$ cat src/rtl/core/fat_chain_block_allocator_unit_defines.svh
// ----------------------------------------------------------------------------
// Block chain allocator assertion macros
// Shared checks written as concurrent properties on clk, disabled while rst_n is low.
// ----------------------------------------------------------------------------
`ifndef FAT_CHAIN_BLOCK_ALLOCATOR_UNIT_DEFINES_SVH
`define FAT_CHAIN_BLOCK_ALLOCATOR_UNIT_DEFINES_SVH

// Same-cycle implication.
`define FCBA_ASSERT_NOW(lbl, ante, cons) \
  lbl: assert property (@(posedge clk) disable iff (!rst_n) (ante) |-> (cons)) \
    else $error("fcba check failed");

// Next-cycle implication.
`define FCBA_ASSERT_NEXT(lbl, ante, cons) \
  lbl: assert property (@(posedge clk) disable iff (!rst_n) (ante) |=> (cons)) \
    else $error("fcba check failed");

`endif

$ cat src/rtl/core/fcba_pkg.sv
// ----------------------------------------------------------------------------
// Block chain allocator package
// Sizes, link and status codes, and the structs between the core modules.
// ----------------------------------------------------------------------------
package fcba_pkg;

  localparam int NUM_BLOCKS      = 1024;
  localparam int RESERVED_BLOCKS = 6;

  localparam int IDX_W  = $clog2(NUM_BLOCKS);
  localparam int CNT_W  = IDX_W + 1;
  localparam int BLK_W  = 11;
  localparam int LINK_W = 16;
  localparam int FUNC_W = 2;
  localparam int ST_W   = 2;

  localparam logic [LINK_W-1:0] LINK_END  = 16'hFFFF;
  localparam logic [LINK_W-1:0] LINK_FREE = 16'h0000;

  localparam logic [FUNC_W-1:0] FUNC_ALLOC = 2'd0;
  localparam logic [FUNC_W-1:0] FUNC_FREE  = 2'd1;
  localparam logic [FUNC_W-1:0] FUNC_NEXT  = 2'd2;

  localparam logic [ST_W-1:0] ST_OK    = 2'd0;
  localparam logic [ST_W-1:0] ST_FULL  = 2'd1;
  localparam logic [ST_W-1:0] ST_RANGE = 2'd2;

  typedef struct packed {
    logic              we;
    logic [IDX_W-1:0]  waddr;
    logic [LINK_W-1:0] wdata;
    logic [IDX_W-1:0]  raddr;
  } mem_req_t;

  typedef struct packed {
    logic              valid;
    logic [LINK_W-1:0] block_result;
    logic [ST_W-1:0]   status;
  } res_t;

endpackage

$ cat src/rtl/core/fcba_seq.sv
// ----------------------------------------------------------------------------
// Block chain allocator sequencer
// Clears the table after reset, then runs one request at a time: decode,
// first-fit scan with a single compare/increment unit, link reads and table updates.
// ----------------------------------------------------------------------------
module fcba_seq (
  input  logic                          clk,
  input  logic                          rst_n,
  input  logic                          req_valid,
  input  logic [fcba_pkg::FUNC_W-1:0]   req_func,
  input  logic [fcba_pkg::BLK_W-1:0]    req_block,
  input  logic                          out_ready,
  input  logic [fcba_pkg::LINK_W-1:0]   rd_data,
  output logic                          idle,
  output fcba_pkg::res_t                res,
  output fcba_pkg::mem_req_t            mem_req
);

  typedef enum logic [2:0] {
    S_CLEAR,
    S_IDLE,
    S_DECODE,
    S_RD_WAIT,
    S_SCAN,
    S_WR_END,
    S_WR_PRED,
    S_DONE
  } state_t;

  state_t                          state_r, state_nxt;
  logic [fcba_pkg::FUNC_W-1:0]     func_r, func_nxt;
  logic [fcba_pkg::BLK_W-1:0]      blk_r, blk_nxt;
  logic [fcba_pkg::CNT_W-1:0]      scan_r, scan_nxt;
  logic [fcba_pkg::IDX_W-1:0]      chk_r, chk_nxt;
  logic                            chk_vld_r, chk_vld_nxt;
  logic [fcba_pkg::IDX_W-1:0]      clr_r, clr_nxt;
  logic [fcba_pkg::LINK_W-1:0]     res_blk_r, res_blk_nxt;
  logic [fcba_pkg::ST_W-1:0]       res_st_r, res_st_nxt;

  logic                            bad_blk;
  logic [fcba_pkg::IDX_W-1:0]      blk_idx;
  logic [fcba_pkg::LINK_W-1:0]     found_blk;
  logic                            scan_more;

  assign blk_idx   = fcba_pkg::IDX_W'(blk_r - fcba_pkg::BLK_W'(1));
  assign found_blk = fcba_pkg::LINK_W'({1'b0, chk_r}) + fcba_pkg::LINK_W'(1);
  assign scan_more = (scan_r < fcba_pkg::CNT_W'(fcba_pkg::NUM_BLOCKS));

  always_comb begin
    bad_blk = (blk_r > fcba_pkg::BLK_W'(fcba_pkg::NUM_BLOCKS));
    if ((func_r == fcba_pkg::FUNC_FREE) || (func_r == fcba_pkg::FUNC_NEXT)) begin
      bad_blk = bad_blk || (blk_r == '0);
    end else if (func_r != fcba_pkg::FUNC_ALLOC) begin
      bad_blk = 1'b1;
    end
  end

  always_comb begin
    state_nxt   = state_r;
    func_nxt    = func_r;
    blk_nxt     = blk_r;
    scan_nxt    = scan_r;
    chk_nxt     = chk_r;
    chk_vld_nxt = chk_vld_r;
    clr_nxt     = clr_r;
    res_blk_nxt = res_blk_r;
    res_st_nxt  = res_st_r;
    mem_req     = '0;
    mem_req.raddr = blk_idx;

    case (state_r)
      S_CLEAR: begin
        mem_req.we    = 1'b1;
        mem_req.waddr = clr_r;
        mem_req.wdata = ({1'b0, clr_r} < fcba_pkg::CNT_W'(fcba_pkg::RESERVED_BLOCKS)) ?
                        fcba_pkg::LINK_END : fcba_pkg::LINK_FREE;
        clr_nxt = clr_r + fcba_pkg::IDX_W'(1);
        if (clr_r == fcba_pkg::IDX_W'(fcba_pkg::NUM_BLOCKS - 1)) begin
          state_nxt = S_IDLE;
        end
      end
      S_IDLE: begin
        if (req_valid) begin
          func_nxt  = req_func;
          blk_nxt   = req_block;
          state_nxt = S_DECODE;
        end
      end
      S_DECODE: begin
        res_blk_nxt = '0;
        res_st_nxt  = fcba_pkg::ST_OK;
        if (bad_blk) begin
          res_st_nxt = fcba_pkg::ST_RANGE;
          state_nxt  = S_DONE;
        end else if (func_r == fcba_pkg::FUNC_FREE) begin
          mem_req.we    = 1'b1;
          mem_req.waddr = blk_idx;
          mem_req.wdata = fcba_pkg::LINK_FREE;
          state_nxt     = S_DONE;
        end else if (func_r == fcba_pkg::FUNC_NEXT) begin
          state_nxt = S_RD_WAIT;
        end else begin
          scan_nxt    = '0;
          chk_vld_nxt = 1'b0;
          state_nxt   = S_SCAN;
        end
      end
      S_RD_WAIT: begin
        res_blk_nxt = rd_data;
        state_nxt   = S_DONE;
      end
      S_SCAN: begin
        // Issue one address and check the previous one every cycle.
        mem_req.raddr = scan_r[fcba_pkg::IDX_W-1:0];
        chk_nxt       = scan_r[fcba_pkg::IDX_W-1:0];
        chk_vld_nxt   = scan_more;
        if (scan_more) begin
          scan_nxt = scan_r + fcba_pkg::CNT_W'(1);
        end
        if (chk_vld_r && (rd_data == fcba_pkg::LINK_FREE)) begin
          chk_nxt     = chk_r;
          res_blk_nxt = found_blk;
          state_nxt   = S_WR_END;
        end else if (!chk_vld_r && !scan_more) begin
          res_st_nxt = fcba_pkg::ST_FULL;
          state_nxt  = S_DONE;
        end
      end
      S_WR_END: begin
        mem_req.we    = 1'b1;
        mem_req.waddr = chk_r;
        mem_req.wdata = fcba_pkg::LINK_END;
        state_nxt     = (blk_r != '0) ? S_WR_PRED : S_DONE;
      end
      S_WR_PRED: begin
        mem_req.we    = 1'b1;
        mem_req.waddr = blk_idx;
        mem_req.wdata = res_blk_r;
        state_nxt     = S_DONE;
      end
      S_DONE: begin
        if (out_ready) begin
          state_nxt = S_IDLE;
        end
      end
      default: begin
        state_nxt = S_IDLE;
      end
    endcase
  end

  always_ff @(posedge clk) begin
    if (!rst_n) begin
      state_r   <= S_CLEAR;
      clr_r     <= '0;
      chk_vld_r <= 1'b0;
    end else begin
      state_r   <= state_nxt;
      clr_r     <= clr_nxt;
      chk_vld_r <= chk_vld_nxt;
    end
    func_r    <= func_nxt;
    blk_r     <= blk_nxt;
    scan_r    <= scan_nxt;
    chk_r     <= chk_nxt;
    res_blk_r <= res_blk_nxt;
    res_st_r  <= res_st_nxt;
  end

  assign idle             = (state_r == S_IDLE);
  assign res.valid        = (state_r == S_DONE) && out_ready;
  assign res.block_result = res_blk_r;
  assign res.status       = res_st_r;

endmodule

$ cat config.mk
export PLATFORM = sky130hd
export DESIGN_NAME = fcba_seq
export DESIGN_NICKNAME = d
export VERILOG_FILES = /design/src/rtl/core/fat_chain_block_allocator_unit_defines.svh /design/src/rtl/core/fcba_pkg.sv /design/src/rtl/core/fcba_seq.sv
export SDC_FILE = /design/constraint.sdc
export NUM_CORES = 1
export LEC_CHECK = 0
export BUFFER_PORTS_ARGS = -buffer_cell sky130_fd_sc_hd__buf_2
export CAP_MARGIN = 5
export CORE_ASPECT_RATIO = 0.9
export CORE_MARGIN = 4
export CORE_UTILIZATION = 48
export DETAILED_ROUTE_END_ITERATION = 10
export GPL_TIMING_DRIVEN = 0
export PLACE_DENSITY = 0.76
export RECOVER_POWER = 50
export SLEW_MARGIN = 20
export SYNTH_ARGS = -nofsm -noshare
export SYNTH_HDL_FRONTEND = slang
export SYNTH_SLANG_ARGS = --single-unit
$ cat constraint.sdc
create_clock -name clk -period 2.6 [get_ports clk]
set_clock_uncertainty 0.05 [all_clocks]
set_input_delay 0.52 -clock clk [delete_from_list [all_inputs] [get_ports clk]]
set_output_delay 0.52 -clock clk [all_outputs]
set_load 0.03 [all_outputs]
==> results of run 1 <==
-- sequential cells by signal, summed over array words and instances (netlist names) --
register,cells
blk_r,11
chk_vld_r,1
res_st_r,2
func_r,2
chk_r,10
state_r,3
clr_r,10
scan_r,11
res_blk_r,16
-- kinds of logic (layout without fill, tap and decap cells) --
| family | count (synthesis) | in the layout |
|---|---|---|
| multiplexers | 2 | 2 |
| adder cells (fa/ha/maj) | 7 | 7 |
| XOR/XNOR | 31 | 31 |
| AND/OR/NAND/NOR | 140 | 140 |
| buffers and inverters | 26 | 155 |
| flip-flops | 66 | 66 |
| AO/OA/AOI/OAI | 83 | 84 |
-- what timing repair did --
action / 4_1_cts / 5_1_grt
buffers inserted: 11 / 16
pin swaps: 8 / 14
setup endpoints to repair: 45 / 42
gates cloned: 1 / 1
gates resized for setup: 59 / 38
-- routing by layer --
layer / global-route usage, % / wire length [µm]
met1: 28.2 / 4320
met2: 38.6 / 5840
met3: 8.13 / 1240
met4: 9.44 / 572
met5: 0 / 0
-- synth_stat cells (3+ instances only) --
cell      instances  area [µm²]
nor4_1            4        25.0
or3_1             4        25.0
o22ai_1          12        75.1
nand3_1          12        60.1
nand2_1          30         113
xor2_1           15         131
inv_1            11        41.3
dfxtp_1          14         280
and3_1            9        56.3
a22oi_1           8        60.1
a21o_1           16         120
nand4_1           4        25.0
nand2b_1          5        31.3
and2_1           16         100
nor3_1            4        20.0
edfxtp_1         52        1560
o21ai_0          15        75.1
nor2b_1           3        18.8
clkbuf_1         14        52.6
nor2_1           39         146
ha_1              7        87.6
a21oi_1          14        70.1
xnor2_1          16         140
-- stage by stage --
step	instance area, µm²	util, %	hold slack [ps]
final	5070	70.6	284
after global placement	4290	59.7	449
after CTS	4900	68.1	284
after detailed placement	4300	59.9	467
after global routing	5070	70.6	275
after floorplan	3730	-	415
-- how the worst max path moves through the flow --
stage / cells past startpoint / end / startpoint / slack, ps
after CTS: 8 / mem_req[34] / blk_r[1] / -550
final: 8 / mem_req[34] / blk_r[1] / -650
after global routing: 8 / mem_req[34] / blk_r[1] / -680
after floorplan: 7 / mem_req[8] / blk_r[0] / -180
after global placement: 8 / mem_req[34] / blk_r[0] / -610
after detailed placement: 8 / mem_req[34] / blk_r[0] / -680
-- layout make-up --
cell class	instances	area (µm²)	area share, %
Buffer	14	63.8	1.26
Clock buffer	10	128	2.52
Clock inverter	6	105	2.07
Inverter	11	41.3	0.815
Multi-Input combinational cell	264	2020	39.9
Sequential cell	66	1840	36.4
Tap cell	93	116	2.30
Timing Repair Buffer	114	748	14.8
-- power groups by stage --
stage | Sequential [µW] | Clock [µW] | Combinational [µW]
2_1_floorplan | 1160 | 0 | 53.1
3_3_place_gp | 1160 | 0 | 97.9
3_5_place_dp | 1160 | 0 | 99.5
4_1_cts | 1140 | 1030 | 107
5_1_grt | 1140 | 1080 | 116
6_report | 1140 | 1030 | 108
-- critical path, delay by kind of cell (launching register included) --
| family | cells | cell delay [ps] |
|---|---|---|
| and+or+nand+nor | 3 | 1100 |
| DFF | 1 | 440 |
| buffers and inverters | 2 | 270 |
| AOI/OAI and AO/OA | 1 | 200 |
| xor gates and xnor gates | 1 | 170 |
| adders and majority gates | 1 | 140 |
==> results.toml, run 1 <==
[floorplanning]
die_w_um = 99.3
core_area_um2 = 7180
start_util_pct = 50.1
die-area_um2 = 8940
rows = 29
die_h_um = 90.1
io_pins = 90

[worst_setup_path]
crit_top_cell = "or3_4"
cp_max_fo = 3
crit_required_ps = 2030
r2r_cells = 10
r2r_start = "blk_r[1]"
ff2ff_setup_slack_ps = -80
cp_cell_sequence = "inv_2 -> ha_4 -> or3b_4 -> or3_4 -> or3_4 -> xor2_2 -> o22ai_2 -> buf_6"
start_kind = "flip-flop"
slowest_stage = "edfxtp_1"
worstSetupEndpointType = "output pin"
r2r_end = "scan_r[9]"
cpPeakStageDelay_ps = 440
crit_type = "reg2out"
crit_arrival_ps = 2680

[yosys]
synthMuxAreaShare_pct = 0.591
synthDistinctLibCells = 48
syn_nets = 395
synth.avg_cell_area_um2 = 10.1
ys_seq_area_share_pct = 51.2
synth_compound_area_share_pct = 15.7
syn_area_um2 = 3600
synth_top_family_by_area = "simple AND/OR/NAND/NOR gates"
synthAdderAreaFrac_pct = 2.43
ys_warn_count = 0
synth_cells = 355
ys_async_sr_fraction_pct = 0
synth-xor-area-share_pct = 7.55
synth-main-ff-cell = "edfxtp_1"
synth-simple-area-share_pct = 19.8
synth_edf_count = 52
ys_ff_latch = 66

[sta]
final_hold_viol_count = 0
tightest_slew_ps = 1040
fin_setup_tns_ps = -9220
grt_setup_unrepaired = "true"
max_freq_mhz = 308
period_needed_ps = 3250
slew_headroom_pct = 30.8
setup-violations-final = 32
period_share_pct = 125
fin_ws_ps = -649
finalMaxSlewViolations = 0

[routing]
via_per_inst = 6.08
drc = 0
wl_mm = 12.0
final_antenna_net_count = 0
firstDrtPassIters = 5
vias = 3517
drtIter0Drc = 522
post_drt_wl_per_cell_um = 20.7

[grt]
grt_pass1_vias = 3334
overflow = 0
grt_max_degree = 17
grtUsageTotal_pct = 23.6
grt_first_pass_wirelength_mm = 16.7
antenna_found_initial = 0

[clocking]
cts_root_buf = "clkbuf_8"
cts_buffers = 9
clock-sinks = 66
clk_latency_ps = 350
clk_pin_slew_worst_paths_ps = 80
cts_tree = "yes"
hold_buffers = 0
cts-htree-levels = 3
clk_path_buf_depth = 2

[layout]
drive_gt1_share_pct = 32.6
layout.nets = 520
area_growth_pct = 40.9
layout_common_cells = "buf_2 (55), edfxtp_1 (52), nor2_1 (37)"
final_common_cell = "buf_2"
final_cell_count_no_fill = 578
fillers = 508
num_antenna_cells = 0

[power]
power_uw = 2270
clockPowerShare_pct = 45.3
internal_power_uw = 1810
switchingPower_uw = 464
peakVddDrop_mv = 0.539
pwr-share-seq_pct = 50.0
power.leakage_uw = 0.00185
p_comb_share_pct = 4.8
p_sw_share_pct = 20.4
p_per_area_nw_per_um2 = 448

[placement]
hpwl_mm = 7.12
dpl_worst_slack_ps = -682
placed_cells = 538
gp_congestion = 0.980
port_buffers = 89

[flow_run]
max_cap_viol_count = 0

[hold_path]
min-delay-start = "req_block[1]"
min_path_type = "in2reg"
min_to = "blk_r[1]"
hold_path_depth = 1

[status]
violations = "negative setup slack"
status = "finished, violations left"
No activity file was read; power rests on OpenSTA's default activity.
==> run 2: changes to the inputs <==
--- a/config.mk
+++ b/config.mk
@@ -7,7 +7,6 @@
 export LEC_CHECK = 0
 export BUFFER_PORTS_ARGS = -buffer_cell sky130_fd_sc_hd__buf_2
 export CAP_MARGIN = 5
-export CORE_ASPECT_RATIO = 0.9
 export CORE_MARGIN = 4
 export CORE_UTILIZATION = 48
 export DETAILED_ROUTE_END_ITERATION = 10
==> results.toml, run 2 (synthesized netlist as in run 1, its figures left out) <==
[grt]
antenna_found_initial = 0
overflow = 0
grtUsageTotal_pct = 23.8
grt_pass1_vias = 3177
grt_max_degree = 17
grt_first_pass_wirelength_mm = 16.1

[layout]
drive_gt1_share_pct = 34.6
final_cell_count_no_fill = 587
num_antenna_cells = 0
layout.nets = 523
postLayoutCoreUtil_pct = 70.9
design_area_um2 = 5140
top_regs = "res_blk_r: 16 flops, blk_r: 11 flops, scan_r: 11 flops"
final_common_cell = "buf_2"
fillers = 515
largest_register_ffs = 16
top_register = "res_blk_r"
layout_common_cells = "buf_2 (54), edfxtp_1 (52), nor2_1 (35)"
area_growth_pct = 42.9

[floorplanning]
core_area_um2 = 7250
die_h_um = 94.6
die_w_um = 94.6
io_pins = 90
die-area_um2 = 8940
rows = 31
start_util_pct = 49.6

[clocking]
clk_pin_slew_worst_paths_ps = 80
clk_latency_ps = 350
cts_tree = "yes"
cts_buffers = 9
clk_path_buf_depth = 2
clock-sinks = 66
cts_root_buf = "clkbuf_8"
cts-htree-levels = 3
hold_buffers = 0

[routing]
final_antenna_net_count = 0
vias = 3345
drc = 0
drtIter0Drc = 221
post_drt_wl_per_cell_um = 18.9
wl_mm = 11.1
via_per_inst = 5.70
firstDrtPassIters = 4

[flow_run]
max_cap_viol_count = 0

[hold_path]
min-delay-start = "req_block[6]"
hold_path_depth = 1
min_to = "blk_r[6]"
min_path_type = "in2reg"

[worst_setup_path]
crit_arrival_ps = 2660
worstSetupEndpointType = "output pin"
r2r_end = "scan_r[9]"
ff2ff_setup_slack_ps = -20
r2r_cells = 10
cp_max_fo = 4
cp_top_family = "compound AO/OA/AOI/OAI gates"
crit_required_ps = 2030
crit_top_cell = "a31oi_4"
critPathBufInv = 4
cpPeakStageDelay_ps = 410
crit_type = "reg2out"
slowest_stage = "edfxtp_1"
start_kind = "flip-flop"
r2r_start = "blk_r[0]"
cp_cell_sequence = "inv_1 -> ha_2 -> buf_4 -> nor4b_4 -> a31oi_4 -> a311oi_4 -> a31oi_4 -> clkbuf_16 -> o22ai_4 -> buf_6"

[sta]
slew_headroom_pct = 26.7
finalMaxSlewViolations = 0
grt_setup_unrepaired = "true"
period_needed_ps = 3230
final_hold_viol_count = 0
setup-violations-final = 30
fin_ws_ps = -626
hold_slack_ps = 290
tightest_slew_ps = 1100
max_freq_mhz = 310
period_share_pct = 124

[power]
power.leakage_uw = 0.00187
p_sw_share_pct = 22.3
p_comb_share_pct = 5.0
p_per_area_nw_per_um2 = 432
internal_power_uw = 1720
switchingPower_uw = 496
pwr-share-seq_pct = 51.2
clockPowerShare_pct = 43.9
peakVddDrop_mv = 0.303

[placement]
hpwl_mm = 7.20
placed_cells = 544
dpl_worst_slack_ps = -602
port_buffers = 89
gp_congestion = 0.982
placed_area_um2 = 4310

[status]
violations = "negative setup slack"
status = "finished, violations left"
==> run 2: stage by stage <==
| stage | power (µW) | setup TNS (ps) |
|---|---|---|
| CTS | 2230 | -5920 |
| global placement | 1260 | -8810 |
| detailed placement | 1260 | -9940 |
| finish | 2220 | -7800 |
| global route | 2280 | -10960 |
| floorplan | 1210 | -964 |
==> run 2: cell type report <==
| cell class | count | area [µm²] | share of cell area (%) |
|---|---|---|---|
| sequential | 66 | 1840 | 35.9 |
| multi-input combinational | 264 | 2070 | 40.3 |
| clock inverter | 7 | 101 | 1.97 |
| timing repair buffer | 117 | 769 | 15.0 |
| inverter | 11 | 41.3 | 0.803 |
| tap | 99 | 124 | 2.41 |
| buffer | 14 | 65.1 | 1.27 |
| clock buffer | 9 | 124 | 2.41 |
==> run 2: worst max-delay path by stage <==
stage | start | depth (start not counted) | slack [ps] | endpoint
after floorplan | blk_r[0] | 7 | -180 | mem_req[8]
after global placement | blk_r[0] | 8 | -560 | mem_req[34]
after detailed placement | blk_r[0] | 8 | -600 | mem_req[34]
after CTS | blk_r[0] | 8 | -560 | mem_req[34]
after global routing | blk_r[0] | 10 | -730 | mem_req[34]
final | blk_r[0] | 10 | -630 | mem_req[32]
==> run 2: power by group through the flow <==
| stage | Combinational, µW | Sequential, µW | Clock [µW] |
|---|---|---|---|
| floorplan | 53.1 | 1160 | 0 |
| global placement | 97.4 | 1160 | 0 |
| detailed placement | 100 | 1160 | 0 |
| CTS | 107 | 1130 | 985 |
| global route | 119 | 1140 | 1020 |
| finish | 110 | 1140 | 974 |
==> run 2: routing by layer <==
layer	wire, µm	track usage (%)	part of all wire, %	up-vias
met5	0	0	0	-
met4	182	6.25	1.6	0
met3	1050	6.06	9.4	21
met2	5480	41.5	49	182
met1	4390	29.3	40	1585
li1	-	-	-	1557
==> run 2: worst register-to-register path, cell delays in order (launching register included) <==
cell and delay [ps]:
edfxtp_1 410, inv_1 90, ha_2 190, buf_4 110, nor4b_4 340, a31oi_4 160, a311oi_4 310, buf_4 200
buf_6 100, nor2b_4 190, o21a_4 200
==> run 2: timing repair <==
item | 4_1_cts | 5_1_grt
setup buffers | 12 | 17
pin swaps | 8 | 14
gates resized for setup | 57 | 47
gates cloned | 1 | 1
endpoints found under the setup margin | 46 | 41
==> run 3: changes to the inputs <==
--- a/config.mk
+++ b/config.mk
@@ -17,3 +17,4 @@
 export SYNTH_ARGS = -nofsm -noshare
 export SYNTH_HDL_FRONTEND = slang
 export SYNTH_SLANG_ARGS = --single-unit
+export TNS_END_PERCENT = 1
==> results.toml, run 3 (synthesized netlist as in run 1, its figures left out) <==
[floorplanning]
die-area_um2 = 8940
core_area_um2 = 7250
rows = 31
start_util_pct = 49.6
io_pins = 90
die_w_um = 94.6
die_h_um = 94.6

[worst_setup_path]
cp_max_fo = 3
cp_cell_sequence = "inv_2 -> ha_4 -> or3b_4 -> or3_4 -> or3_4 -> xor2_2 -> o22ai_2 -> buf_6"
crit_top_cell = "or3_4"
critPathBufInv = 2
r2r_end = "scan_r[9]"
ff2ff_setup_slack_ps = 160
worstSetupEndpointType = "output pin"
slowest_stage = "edfxtp_1"
r2r_start = "blk_r[0]"
crit_arrival_ps = 2610
cpPeakStageDelay_ps = 420
crit_required_ps = 2030
r2r_cells = 7
crit_type = "reg2out"
cp_top_family = "simple AND/OR/NAND/NOR gates"
start_kind = "flip-flop"

[sta]
max_freq_mhz = 314
tightest_slew_ps = 745
grt_setup_unrepaired = "true"
hold_slack_ps = 288
finalMaxSlewViolations = 0
period_share_pct = 122
slew_headroom_pct = 50.2
setup-violations-final = 30
fin_ws_ps = -583
period_needed_ps = 3180
final_hold_viol_count = 0

[power]
peakVddDrop_mv = 0.321
p_per_area_nw_per_um2 = 472
power.leakage_uw = 0.00171

[routing]
vias = 3153
post_drt_wl_per_cell_um = 17.4
via_per_inst = 5.57
firstDrtPassIters = 5
drtIter0Drc = 178
wl_mm = 9.82
drc = 0
final_antenna_net_count = 0

[hold_path]
min_to = "blk_r[10]"
min_path_type = "in2reg"
min-delay-start = "req_block[10]"
hold_path_depth = 1

[grt]
grtUsageTotal_pct = 22.0
overflow = 0
grt_first_pass_wirelength_mm = 14.9
grt_max_degree = 17
grt_pass1_vias = 3039
antenna_found_initial = 0

[placement]
port_buffers = 89
dpl_worst_slack_ps = -584
gp_congestion = 0.916
hpwl_mm = 7.27

[clocking]
cts_tree = "yes"
clk_pin_slew_worst_paths_ps = 80
cts_root_buf = "clkbuf_8"
cts-htree-levels = 3
cts_buffers = 9
clk_path_buf_depth = 2
clock-sinks = 66
clk_latency_ps = 350

[status]
status = "finished, violations left"
violations = "negative setup slack"

[layout]
area_growth_pct = 29.2
top_regs = "res_blk_r: 16 flops, blk_r: 11 flops, scan_r: 11 flops"
layout.nets = 502
drive_gt1_share_pct = 27.2
largest_register_ffs = 16
num_antenna_cells = 0
layout_common_cells = "buf_2 (59), edfxtp_1 (52), nor2_1 (37)"
fillers = 606
final_common_cell = "buf_2"
top_register = "res_blk_r"

[flow_run]
max_cap_viol_count = 0
==> run 3: changes by cell type in the layout (fill, tap and decap cells not counted), sizes merged <==
cell / delta
buf: -21
clkinv: +2
clkinvlp: -2
clkbuf: +1
o21a: -1
==> run 3: how the worst max path moves through the flow <==
| stage | endpoint | slack, ps | depth (start not counted) | from |
|---|---|---|---|---|
| 2_1_floorplan | mem_req[8] | -180 | 7 | blk_r[0] |
| 3_3_place_gp | mem_req[30] | -540 | 8 | blk_r[0] |
| 3_5_place_dp | mem_req[30] | -580 | 8 | blk_r[0] |
| 4_1_cts | mem_req[34] | -570 | 8 | blk_r[1] |
| 5_1_grt | mem_req[34] | -640 | 8 | blk_r[0] |
| 6_report | mem_req[34] | -580 | 8 | blk_r[0] |
==> run 3: cell type report <==
type	count	area [µm²]	share of cell area, %
flip-flops and latches	66	1840	39.6
repair buffers	96	547	11.8
clock inverters	7	92.6	1.99
inverters	11	41.3	0.888
multi-input cells	263	1820	39.1
well taps	99	124	2.66
plain buffers	15	60.1	1.29
clock buffers	9	124	2.66
==> run 3: power by group <==
| part | leakage, µW | internal [µW] | switching [µW] |
|---|---|---|---|
| registers | 0.000586 | 1130 | 6.08 |
| clock network | 0.000113 | 539 | 416 |
| logic | 0.00101 | 45.6 | 57.3 |
| total | 0.00171 | 1710 | 480 |
==> run 3: per-layer routing <==
metal	track usage, %	up-vias	part of all wire [%]	routed length [µm]
li1	-	1519	-	-
met1	28.5	1465	44	4320
met2	36.3	147	46	4490
met3	4.06	22	7.8	768
met4	9.01	0	2.4	239
met5	0	-	0	0
==> run 3: per-stage QoR <==
step	TNS (ps)	instance area (µm²)	std cells	util (%)	total power (µW)
after floorplan	-1550	3660	355	-	1210
after global placement	-7830	4230	543	58.3	1250
after detailed placement	-9160	4240	544	58.4	1260
after CTS	-10230	4570	564	63.0	2190
after global routing	-11590	4650	566	64.1	2250
final	-7360	4650	566	64.1	2190
==> run 3: repair_timing <==
action | in CTS | in global routing
setup buffers | 4 | 2
gates resized for setup | 20 | 33
pin swaps | 1 | 7
endpoints found under the hold margin | 0 | 0
endpoints found under the setup margin | 44 | 58
hold buffers | 0 | 0
